File: src/sv/dro_pkg.sv
// Shared types and constants for the dead-reckoning odometry block.
// No dependencies; compiled first.
package dro_pkg;

	// transaction payloads
	typedef struct packed {
		logic signed [23:0] linear_velocity;
		logic signed [23:0] angular_velocity;
	} in_item_t;

	typedef struct packed {
		logic signed [31:0] position_x;
		logic signed [31:0] position_y;
		logic        [31:0] heading_angle;
		logic signed [23:0] speed_echo;
		logic signed [23:0] turn_rate_echo;
		logic               position_saturated;
	} out_item_t;

	typedef logic [15:0] period_t;

	// CORDIC result, both scaled by 2^30
	typedef struct packed {
		logic signed [32:0] cosine;
		logic signed [32:0] sine;
	} sincos_t;

	typedef enum logic [1:0] {
		ST_IDLE,
		ST_ROTATE,
		ST_MULT,
		ST_UPDATE
	} state_t;

	// multiplier schedule: each step but MS_DH issues a product; each but MS_VT retires the previous
	typedef enum logic [2:0] {
		MS_VT,
		MS_WT,
		MS_DX,
		MS_DY,
		MS_HI,
		MS_LO,
		MS_DH
	} mul_step_t;

	localparam period_t PERIOD_RESET = 16'd3277;

	localparam int ATAN_LEN = 24;
	localparam logic [31:0] ATAN_BAM [ATAN_LEN] = '{
		32'd536870912, 32'd316933406, 32'd167458907, 32'd85004756,
		32'd42667331,  32'd21354465,  32'd10679838,  32'd5340245,
		32'd2670163,   32'd1335087,   32'd667544,    32'd333772,
		32'd166886,    32'd83443,     32'd41722,     32'd20861,
		32'd10430,     32'd5215,      32'd2608,      32'd1304,
		32'd652,       32'd326,       32'd163,       32'd81
	};

	localparam logic signed [32:0] GAIN_Q30   = 33'sd652032874;
	localparam logic signed [32:0] RAD_TO_BAM = 33'sd2670177;   // 2^24 / (2*pi)

	localparam logic signed [31:0] POS_MAX = 32'sh7FFF_FFFF;
	localparam logic signed [31:0] POS_MIN = 32'sh8000_0000;

endpackage

File: src/sv/dro_chan_if.sv
// Valid/ready channel carrying one payload per transaction.
// Payload type is set per instance, normally from dro_pkg.
interface dro_chan_if #(
	parameter type payload_t = logic
) ();
	logic     valid;
	logic     ready;
	payload_t payload;

	modport source (output valid, output payload, input ready);
	modport sink   (input valid, input payload, output ready);
endinterface

File: src/sv/dro_cordic.sv
// Iterative rotation-mode CORDIC: one micro-rotation per cycle.
// Depends on dro_pkg (angle table, gain, sincos_t).
module dro_cordic #(
	parameter int CORDIC_STEPS = 16
) (
	input  logic            clk,
	input  logic            arst_n,
	input  logic            start,
	input  logic [31:0]     angle,
	output logic            done,
	output dro_pkg::sincos_t result
);
	import dro_pkg::*;

	localparam int NumIter = (CORDIC_STEPS < ATAN_LEN) ? CORDIC_STEPS : ATAN_LEN;
	localparam int IdxW    = $clog2(ATAN_LEN);

	logic [IdxW-1:0]    iter_q;
	logic               busy_q;
	logic               done_q;
	logic [1:0]         quad_q;
	logic signed [32:0] x_q, y_q, z_q;

	logic signed [32:0] xs, ys, atan_v;
	logic               last;

	assign xs     = x_q >>> iter_q;
	assign ys     = y_q >>> iter_q;
	assign atan_v = signed'(33'(ATAN_BAM[iter_q]));
	assign last   = (iter_q == IdxW'(NumIter - 1));

	always_ff @(posedge clk or negedge arst_n) begin
		if (!arst_n) begin
			busy_q <= 1'b0;
			done_q <= 1'b0;
			iter_q <= '0;
		end else begin
			done_q <= busy_q && last;
			if (start) begin
				busy_q <= 1'b1;
				iter_q <= '0;
			end else if (busy_q) begin
				if (last) begin
					busy_q <= 1'b0;
				end
				iter_q <= iter_q + IdxW'(1);
			end
		end
	end

	always_ff @(posedge clk) begin
		if (start) begin
			quad_q <= angle[31:30];
			x_q    <= GAIN_Q30;
			y_q    <= '0;
			z_q    <= signed'({3'b000, angle[29:0]});
		end else if (busy_q) begin
			if (!z_q[32]) begin
				x_q <= x_q - ys;
				y_q <= y_q + xs;
				z_q <= z_q - atan_v;
			end else begin
				x_q <= x_q + ys;
				y_q <= y_q - xs;
				z_q <= z_q + atan_v;
			end
		end
	end

	// fold back into the full circle
	always_comb begin
		unique case (quad_q)
			2'd0: begin
				result.cosine = x_q;
				result.sine   = y_q;
			end
			2'd1: begin
				result.cosine = -y_q;
				result.sine   = x_q;
			end
			2'd2: begin
				result.cosine = -x_q;
				result.sine   = -y_q;
			end
			default: begin
				result.cosine = y_q;
				result.sine   = -x_q;
			end
		endcase
	end

	assign done = done_q;

endmodule

File: src/sv/dead_reckoning_odometry.sv
// Dead-reckoning odometry: integrates one velocity report per transaction into x, y, heading.
// One report is handled at a time (CORDIC steps capped at 24): it passes the CORDIC iterations,
// done cycle, seven multiplier schedule steps and update, which waits while an untaken result
// is held, before the block returns to idle and accepts the next report.
// Reset (arst_n, async, active low): pose and heading zero, sample_period 3277, no result.
// Depends on dro_pkg, dro_chan_if and dro_cordic.
module dead_reckoning_odometry #(
	parameter int CORDIC_STEPS = 16
) (
	input  logic       clk,
	input  logic       arst_n,
	dro_chan_if.sink   cfg,
	dro_chan_if.sink   vel,
	dro_chan_if.source pose
);
	import dro_pkg::*;

	// ------------------------------------------------------------------
	// Control state
	// ------------------------------------------------------------------
	state_t    state_q, state_d;
	mul_step_t mstep_q;
	logic      out_valid_q;

	// configuration and per-item registers
	period_t   period_q;
	in_item_t  item_q;
	out_item_t out_q;

	// pose state
	logic [31:0] pose_x_q, pose_y_q, heading_q;

	// intermediate products
	logic signed [31:0] vt_q;    // v*T, 24 fraction bits
	logic signed [39:0] wt_q;    // w*T, 32 fraction bits
	logic signed [27:0] dx_q, dy_q;
	logic signed [42:0] hic_q;   // upper half of w*T times rad-to-BAM
	logic        [31:0] dh_q;

	// shared multiplier
	logic signed [32:0] mul_a, mul_b;
	logic signed [65:0] prod_q;

	// CORDIC
	logic    cor_start, cor_done;
	sincos_t cs;

	// handshake qualifiers
	logic vel_ready, load_out;

	// ------------------------------------------------------------------
	// Configuration: always ready, written only while idle by contract
	// ------------------------------------------------------------------
	assign cfg.ready = 1'b1;

	always_ff @(posedge clk or negedge arst_n) begin
		if (!arst_n) begin
			period_q <= PERIOD_RESET;
		end else if (cfg.valid && cfg.ready) begin
			period_q <= cfg.payload;
		end
	end

	// ------------------------------------------------------------------
	// Sequencer: next state
	// ------------------------------------------------------------------
	always_comb begin
		state_d = state_q;
		unique case (state_q)
			ST_IDLE:   if (vel.valid) state_d = ST_ROTATE;
			ST_ROTATE: if (cor_done) state_d = ST_MULT;
			ST_MULT:   if (mstep_q == MS_DH) state_d = ST_UPDATE;
			ST_UPDATE: if (load_out) state_d = ST_IDLE;
			default:   state_d = ST_IDLE;
		endcase
	end

	// Sequencer: outputs
	always_comb begin
		vel_ready = (state_q == ST_IDLE);
		cor_start = vel.valid && vel_ready;
		// result register can take a new pose once the previous one is gone or is taken in this cycle
		load_out  = (state_q == ST_UPDATE) && (!out_valid_q || pose.ready);
	end

	assign vel.ready = vel_ready;

	always_ff @(posedge clk or negedge arst_n) begin
		if (!arst_n) begin
			state_q <= ST_IDLE;
			mstep_q <= MS_VT;
		end else begin
			state_q <= state_d;
			if (state_q != ST_MULT) begin
				mstep_q <= MS_VT;
			end else begin
				unique case (mstep_q)
					MS_VT:   mstep_q <= MS_WT;
					MS_WT:   mstep_q <= MS_DX;
					MS_DX:   mstep_q <= MS_DY;
					MS_DY:   mstep_q <= MS_HI;
					MS_HI:   mstep_q <= MS_LO;
					MS_LO:   mstep_q <= MS_DH;
					default: mstep_q <= MS_VT;
				endcase
			end
		end
	end

	// Latch the report; it is echoed with the result.
	always_ff @(posedge clk) begin
		if (cor_start) begin
			item_q <= vel.payload;
		end
	end

	// ------------------------------------------------------------------
	// sin/cos of the heading held before this step
	// ------------------------------------------------------------------
	dro_cordic #(
		.CORDIC_STEPS(CORDIC_STEPS)
	) u_cordic (
		.clk    (clk),
		.arst_n (arst_n),
		.start  (cor_start),
		.angle  (heading_q),
		.done   (cor_done),
		.result (cs)
	);

	// ------------------------------------------------------------------
	// Shared multiplier. Operand pair picked by the schedule step; the
	// product lands in prod_q and is retired by the following step.
	// w*T*C is too wide for one pass, so w*T is split at bit 20.
	// ------------------------------------------------------------------
	always_comb begin
		unique case (mstep_q)
			MS_VT: begin
				mul_a = 33'(item_q.linear_velocity);
				mul_b = signed'({17'b0, period_q});
			end
			MS_WT: begin
				mul_a = 33'(item_q.angular_velocity);
				mul_b = signed'({17'b0, period_q});
			end
			MS_DX: begin
				mul_a = 33'(vt_q);
				mul_b = cs.cosine;
			end
			MS_DY: begin
				mul_a = 33'(vt_q);
				mul_b = cs.sine;
			end
			MS_HI: begin
				mul_a = signed'({{13{wt_q[39]}}, wt_q[39:20]});
				mul_b = RAD_TO_BAM;
			end
			MS_LO: begin
				mul_a = signed'({13'b0, wt_q[19:0]});
				mul_b = RAD_TO_BAM;
			end
			default: begin
				mul_a = '0;
				mul_b = '0;
			end
		endcase
	end

	always_ff @(posedge clk) begin
		prod_q <= mul_a * mul_b;
	end

	// rounding: add one half, then floor
	logic signed [65:0] rnd8, rnd38;
	logic        [63:0] dh_sum;

	assign rnd8   = prod_q + 66'sd128;
	assign rnd38  = prod_q + (66'sd1 <<< 37);
	assign dh_sum = ({{21{hic_q[42]}}, hic_q} << 20) + prod_q[63:0] + 64'h0080_0000;

	always_ff @(posedge clk) begin
		if (state_q == ST_MULT) begin
			unique case (mstep_q)
				MS_WT:   vt_q  <= rnd8[39:8];
				MS_DX:   wt_q  <= prod_q[39:0];
				MS_DY:   dx_q  <= rnd38[65:38];
				MS_HI:   dy_q  <= rnd38[65:38];
				MS_LO:   hic_q <= prod_q[42:0];
				MS_DH:   dh_q  <= dh_sum[55:24];
				default: ;
			endcase
		end
	end

	// ------------------------------------------------------------------
	// Pose update with saturation, heading wraps
	// ------------------------------------------------------------------
	logic signed [33:0] sum_x, sum_y;
	logic               sat_x, sat_y;
	logic        [31:0] new_x, new_y;

	assign sum_x = signed'({{2{pose_x_q[31]}}, pose_x_q}) + 34'(dx_q);
	assign sum_y = signed'({{2{pose_y_q[31]}}, pose_y_q}) + 34'(dy_q);
	// out of range when the top three bits disagree
	assign sat_x = (sum_x[33:31] != 3'b000) && (sum_x[33:31] != 3'b111);
	assign sat_y = (sum_y[33:31] != 3'b000) && (sum_y[33:31] != 3'b111);
	assign new_x = sat_x ? (sum_x[33] ? POS_MIN : POS_MAX) : sum_x[31:0];
	assign new_y = sat_y ? (sum_y[33] ? POS_MIN : POS_MAX) : sum_y[31:0];

	always_ff @(posedge clk or negedge arst_n) begin
		if (!arst_n) begin
			pose_x_q    <= '0;
			pose_y_q    <= '0;
			heading_q   <= '0;
			out_valid_q <= 1'b0;
		end else begin
			if (load_out) begin
				pose_x_q    <= new_x;
				pose_y_q    <= new_y;
				heading_q   <= heading_q + dh_q;
				out_valid_q <= 1'b1;
			end else if (pose.ready) begin
				out_valid_q <= 1'b0;
			end
		end
	end

	always_ff @(posedge clk) begin
		if (load_out) begin
			out_q.position_x         <= new_x;
			out_q.position_y         <= new_y;
			out_q.heading_angle      <= heading_q + dh_q;
			out_q.speed_echo         <= item_q.linear_velocity;
			out_q.turn_rate_echo     <= item_q.angular_velocity;
			out_q.position_saturated <= sat_x || sat_y;
		end
	end

	assign pose.valid   = out_valid_q;
	assign pose.payload = out_q;

	// ------------------------------------------------------------------
	// Assertions
	// ------------------------------------------------------------------
	a_cordic_done_in_rotate: assert property (@(posedge clk) disable iff (!arst_n)
		cor_done |-> state_q == ST_ROTATE)
		else $error("CORDIC finished outside the rotate phase");

	a_heading_moves_on_update: assert property (@(posedge clk) disable iff (!arst_n)
		!$stable(heading_q) |-> $past(load_out))
		else $error("heading changed without a result transaction being loaded");

	a_result_from_update: assert property (@(posedge clk) disable iff (!arst_n)
		$rose(out_valid_q) |-> $past(state_q) == ST_UPDATE)
		else $error("result raised outside the update phase");

	a_sat_at_limit: assert property (@(posedge clk) disable iff (!arst_n)
		(out_valid_q && out_q.position_saturated) |->
			(out_q.position_x == POS_MAX || out_q.position_x == POS_MIN ||
			 out_q.position_y == POS_MAX || out_q.position_y == POS_MIN))
		else $error("saturation flagged but no coordinate at a limit");

endmodule
File: src/flat_wrapper.sv
// flat-port wrapper written by rule: the top's interface ports become plain ports
module dead_reckoning_odometry_flat import dro_pkg::*;
#(
	parameter int CORDIC_STEPS = 16
)
  (clk, arst_n, cfg_valid, cfg_payload, cfg_ready, vel_valid, vel_payload, vel_ready, pose_valid, pose_payload, pose_ready);
  dro_chan_if cfg_i ();
  dro_chan_if vel_i ();
  dro_chan_if pose_i ();
  input  logic clk;
  input  logic arst_n;
  input wire logic [$bits(cfg_i.valid)-1:0] cfg_valid;
  input wire logic [$bits(cfg_i.payload)-1:0] cfg_payload;
  output wire logic [$bits(cfg_i.ready)-1:0] cfg_ready;
  input wire logic [$bits(vel_i.valid)-1:0] vel_valid;
  input wire logic [$bits(vel_i.payload)-1:0] vel_payload;
  output wire logic [$bits(vel_i.ready)-1:0] vel_ready;
  output wire logic [$bits(pose_i.valid)-1:0] pose_valid;
  output wire logic [$bits(pose_i.payload)-1:0] pose_payload;
  input wire logic [$bits(pose_i.ready)-1:0] pose_ready;
  assign cfg_i.valid = cfg_valid;
  assign cfg_i.payload = cfg_payload;
  assign cfg_ready = cfg_i.ready;
  assign vel_i.valid = vel_valid;
  assign vel_i.payload = vel_payload;
  assign vel_ready = vel_i.ready;
  assign pose_valid = pose_i.valid;
  assign pose_payload = pose_i.payload;
  assign pose_i.ready = pose_ready;
  dead_reckoning_odometry #(.CORDIC_STEPS(CORDIC_STEPS)) u_core (.clk(clk), .arst_n(arst_n), .cfg(cfg_i), .vel(vel_i), .pose(pose_i));
endmodule
File: config.mk
export PLATFORM = sky130hd
export DESIGN_NAME = dead_reckoning_odometry_flat
export DESIGN_NICKNAME = d
export VERILOG_FILES = /design/src/sv/dro_pkg.sv /design/src/sv/dro_chan_if.sv /design/src/sv/dro_cordic.sv /design/src/sv/dead_reckoning_odometry.sv /design/src/flat_wrapper.sv
export SDC_FILE = /design/constraint.sdc
export NUM_CORES = 2
export LEC_CHECK = 0
export BUFFER_PORTS_ARGS = -buffer_cell sky130_fd_sc_hd__clkbuf_2
export CAP_MARGIN = 0
export CORE_UTILIZATION = 54
export CTS_BUF_LIST = sky130_fd_sc_hd__clkbuf_8
export DETAILED_ROUTE_END_ITERATION = 10
export PLACE_DENSITY = 0.73
export SLEW_MARGIN = 20
export SYNTH_ARGS = -nofsm -noshare
export SYNTH_HDL_FRONTEND = slang
export SYNTH_SLANG_ARGS = --single-unit
File: constraint.sdc
create_clock -name clk -period 16.9 [get_ports clk]
set_input_delay 5.07 -clock clk [delete_from_list [all_inputs] [get_ports clk]]
set_output_delay 5.07 -clock clk [all_outputs]
set_load 0.03 [all_outputs]
==> run summary <==
Pwr/cell area - 164.8 mW/mm²
Ys flop type - edfxtp_1
Fin crit share - 0.7403
Post-Route Skew - 0.07060 ns
Final setup viols - 0
Via count - 60250
Max Fclk - 0.07993 GHz
Post-cts resize count - 0
Top-count cell post-synth - inv_1
Post-synth EDFFs - 230
Dominant cell type by area after synthesis - fa_1
Root Buffer - clkbuf_8
Vias per cell - 6.045
Worst Reg-to-Reg Cells - 32
Remaining antenna violation count after routing - 0
Vias in the first global route - 62180
Outcome - finished, final reports clean
Clock buffer depth - 3
IO Pins - 11
RSZ-0062 raised after global routing - no
Final Hold Slack - 0.4373 ns
CP max-delay cell - a2111oi_1
Maxcap violations - 0
Starting density of the core - 0.5435
H-Tree Depth - 3
Post-synth top area share - 0.3028
Clock latency on the worst-skew pair - 0.76 ns
Yosys reg bits - 476
Largest stage delay on the critical path - 0.98 ns
Slew headroom - 0.1829
Leakage power - 0.03710 µW
Initial antenna violation count - 1
Final nets - 9731
Layout cells sized above 1 - 0.06072
Met2 WL - 101.7 mm
TritonCTS clock tree - built
TritonRoute pass-1 iters - 7
IO buf count - 9
1st-iter DRT viols - 5909
Commonest cells post-synth - 1275 x inv_1, 1129 x fa_1, 1020 x nand2_1
GPL Wtd Cong - 0.9969
Critical Path RT - 17.53 ns
Worst min path class - flip-flop to flip-flop
Fin Setup TNS - 0 ns
Core Footprint - 0.1373 mm²
WL per Instance - 22.39 µm
Top Layer Used - met4
Largest net degree at the start of global routing - 87
Most Frequent Cell on Critical Path - fa_1
M1 WL - 89.02 mm
VDD IR-drop max - 161.2 µV
Cell Area, Synth - 0.07464 mm²
Ys async rst share - 0.2332
Type of origin of the critical path - flip-flop
First-pass GRT wire length - 350.3 mm
Largest cells by area after synthesis - fa_1 30%, edfxtp_1 9.3%, ha_1 8.2%
Die area - 0.1397 mm²
Worst Setup End Kind - flip-flop
Total track usage - 0.3218
HPWL Detailed - 172.3 mm
Final hold violations - 0
Metal3 WL - 22.08 mm
WS Path Type - flip-flop to flip-flop
Die Y - 373.8 µm
Grt ovf - 0
Reg clk slew, reported paths - 0.06 ns
Hold Crit Depth - 0
Final wirelength - 223.2 mm
Synth warn - 0
Die W - 373.8 µm
DRC viols - 0
Synth unique cells - 110
Net Count, Synth - 9912
Syn Inst Count - 8284
Slew Limit Fails - 0
Sequential share of the synthesized area - 0.1660
Number of placement rows - 136
Post-CTS Setup Repair Bufs - 0
Crit-path max FO - 23
# hold bufs at CTS - 0
Area Overhead vs Synth - 4.769%
Clock Sinks - 476
TritonCTS Buffers - 80
Fin crit period - 12.51 ns
Fill cells - 11960
Worst Path Arrival - 13.14 ns
Mean Syn Cell Area - 9.010 µm²
Slew @ Worst Pin - 1.220 ns
critical path, delay by kind of cell (launching register included):
| family | cells | cell delay, ns |
|---|---|---|
| adder cells (fa/ha/maj) | 9 | 4.13 |
| AND/OR/NAND/NOR | 10 | 3.59 |
| AO/OA/AOI/OAI | 6 | 3.43 |
| flip-flops | 1 | 0.38 |
| XOR/XNOR | 2 | 0.28 |
| multiplexers | 1 | 0.28 |
| buffers and inverters | 4 | 0.25 |
area by class of cell:
| type | instances | area (µm²) | share of cell area |
|---|---|---|---|
| inverter | 1279 | 4801 | 0.06139 |
| clock buffer | 90 | 1239 | 0.01584 |
| timing repair buffer | 164 | 1211 | 0.01549 |
| multi-input combinational | 6102 | 55860 | 0.7143 |
| antenna | 4 | 10.01 | 0.0001280 |
| tap | 1794 | 2245 | 0.02870 |
| clock inverter | 57 | 426.7 | 0.005456 |
| sequential | 476 | 12410 | 0.1587 |
flip-flops by register name (all words and copies together) (netlist names):
| register | count |
|---|---|
| u_core.dh_q | 32 |
| u_core.dx_q | 28 |
| u_core.dy_q | 28 |
| u_core.heading_q | 32 |
| u_core.hic_q | 36 |
| u_core.item_q | 1 |
| u_core.mstep_q | 3 |
| u_core.period_q | 2 |
| u_core.pose.payload | 1 |
| u_core.pose.valid | 1 |
| u_core.pose_x_q | 32 |
| u_core.pose_y_q | 32 |
| u_core.prod_q | 66 |
| u_core.state_q | 2 |
| u_core.u_cordic.busy_q | 1 |
| u_core.u_cordic.done | 1 |
| u_core.u_cordic.iter_q | 5 |
| u_core.u_cordic.quad_q | 2 |
| u_core.u_cordic.x_q | 33 |
| u_core.u_cordic.y_q | 33 |
| u_core.u_cordic.z_q | 33 |
| u_core.vt_q | 32 |
| u_core.wt_q | 40 |
cell families after synthesis:
| family | synth area share |
|---|---|
| AOI/OAI and AO/OA | 0.1211 |
| and+or+nand+nor | 0.1411 |
| other | 0.00005024 |
| xor gates and xnor gates | 0.05103 |
| adders and majority gates | 0.3868 |
| muxes | 0.04560 |
| buffers and inverters | 0.08833 |
| DFF | 0.1660 |
where the power goes:
group          switching, µW  internal [µW]
sequential               520           1700
combinational           5700           3860
clock                    531            571
worst paths after layout:
path	start	endpoint	slack [ns]
setup / recovery	u_core.u_cordic.y_q[1]	u_core.prod_q[63]	4.39
hold / removal	u_core.prod_q[3]	u_core.hic_q[3]	0.44
setup reg to reg	u_core.u_cordic.y_q[1]	u_core.prod_q[63]	4.39
hold reg to reg	u_core.prod_q[3]	u_core.hic_q[3]	0.44
max in group asynchronous	arst_n	u_core.mstep_q[0]	11.08
min in group asynchronous	arst_n	u_core.pose_x_q[9]	4.43
layout by cell type (no fill, tap or decap), types with 109 or more instances in the layout:
cell and instances:
fa_1 1129, o21ai_0 331, ha_1 492, xnor2_1 274, inv_1 1299, nand3_1 109, dfxtp_1 134, buf_4 156
nor2_1 719, xor2_1 158, edfxtp_1 230, a21o_1 157, nand2_1 1018, a21oi_1 382
stage by stage:
stage	area [µm²]	cells	power (µW)	setup slack [ns]	util
after floorplan	74640	8284	9161	6.818	-
after global placement	76520	9815	11360	4.781	0.5573
after detailed placement	76520	9815	11530	4.560	0.5573
after CTS	78190	9962	12710	4.482	0.5694
after global routing	78190	9963	13870	3.944	0.5694
final	78200	9966	12890	4.390	0.5695
routing by layer:
metal  vias to the layer above  track usage
met4                         0       0.1379
met2                      3020       0.5130
li1                      26650            -
met1                     29960       0.4261
met5                         -            0
met3                       620      0.06605
Note: power is estimated with default switching activity, not from simulation.
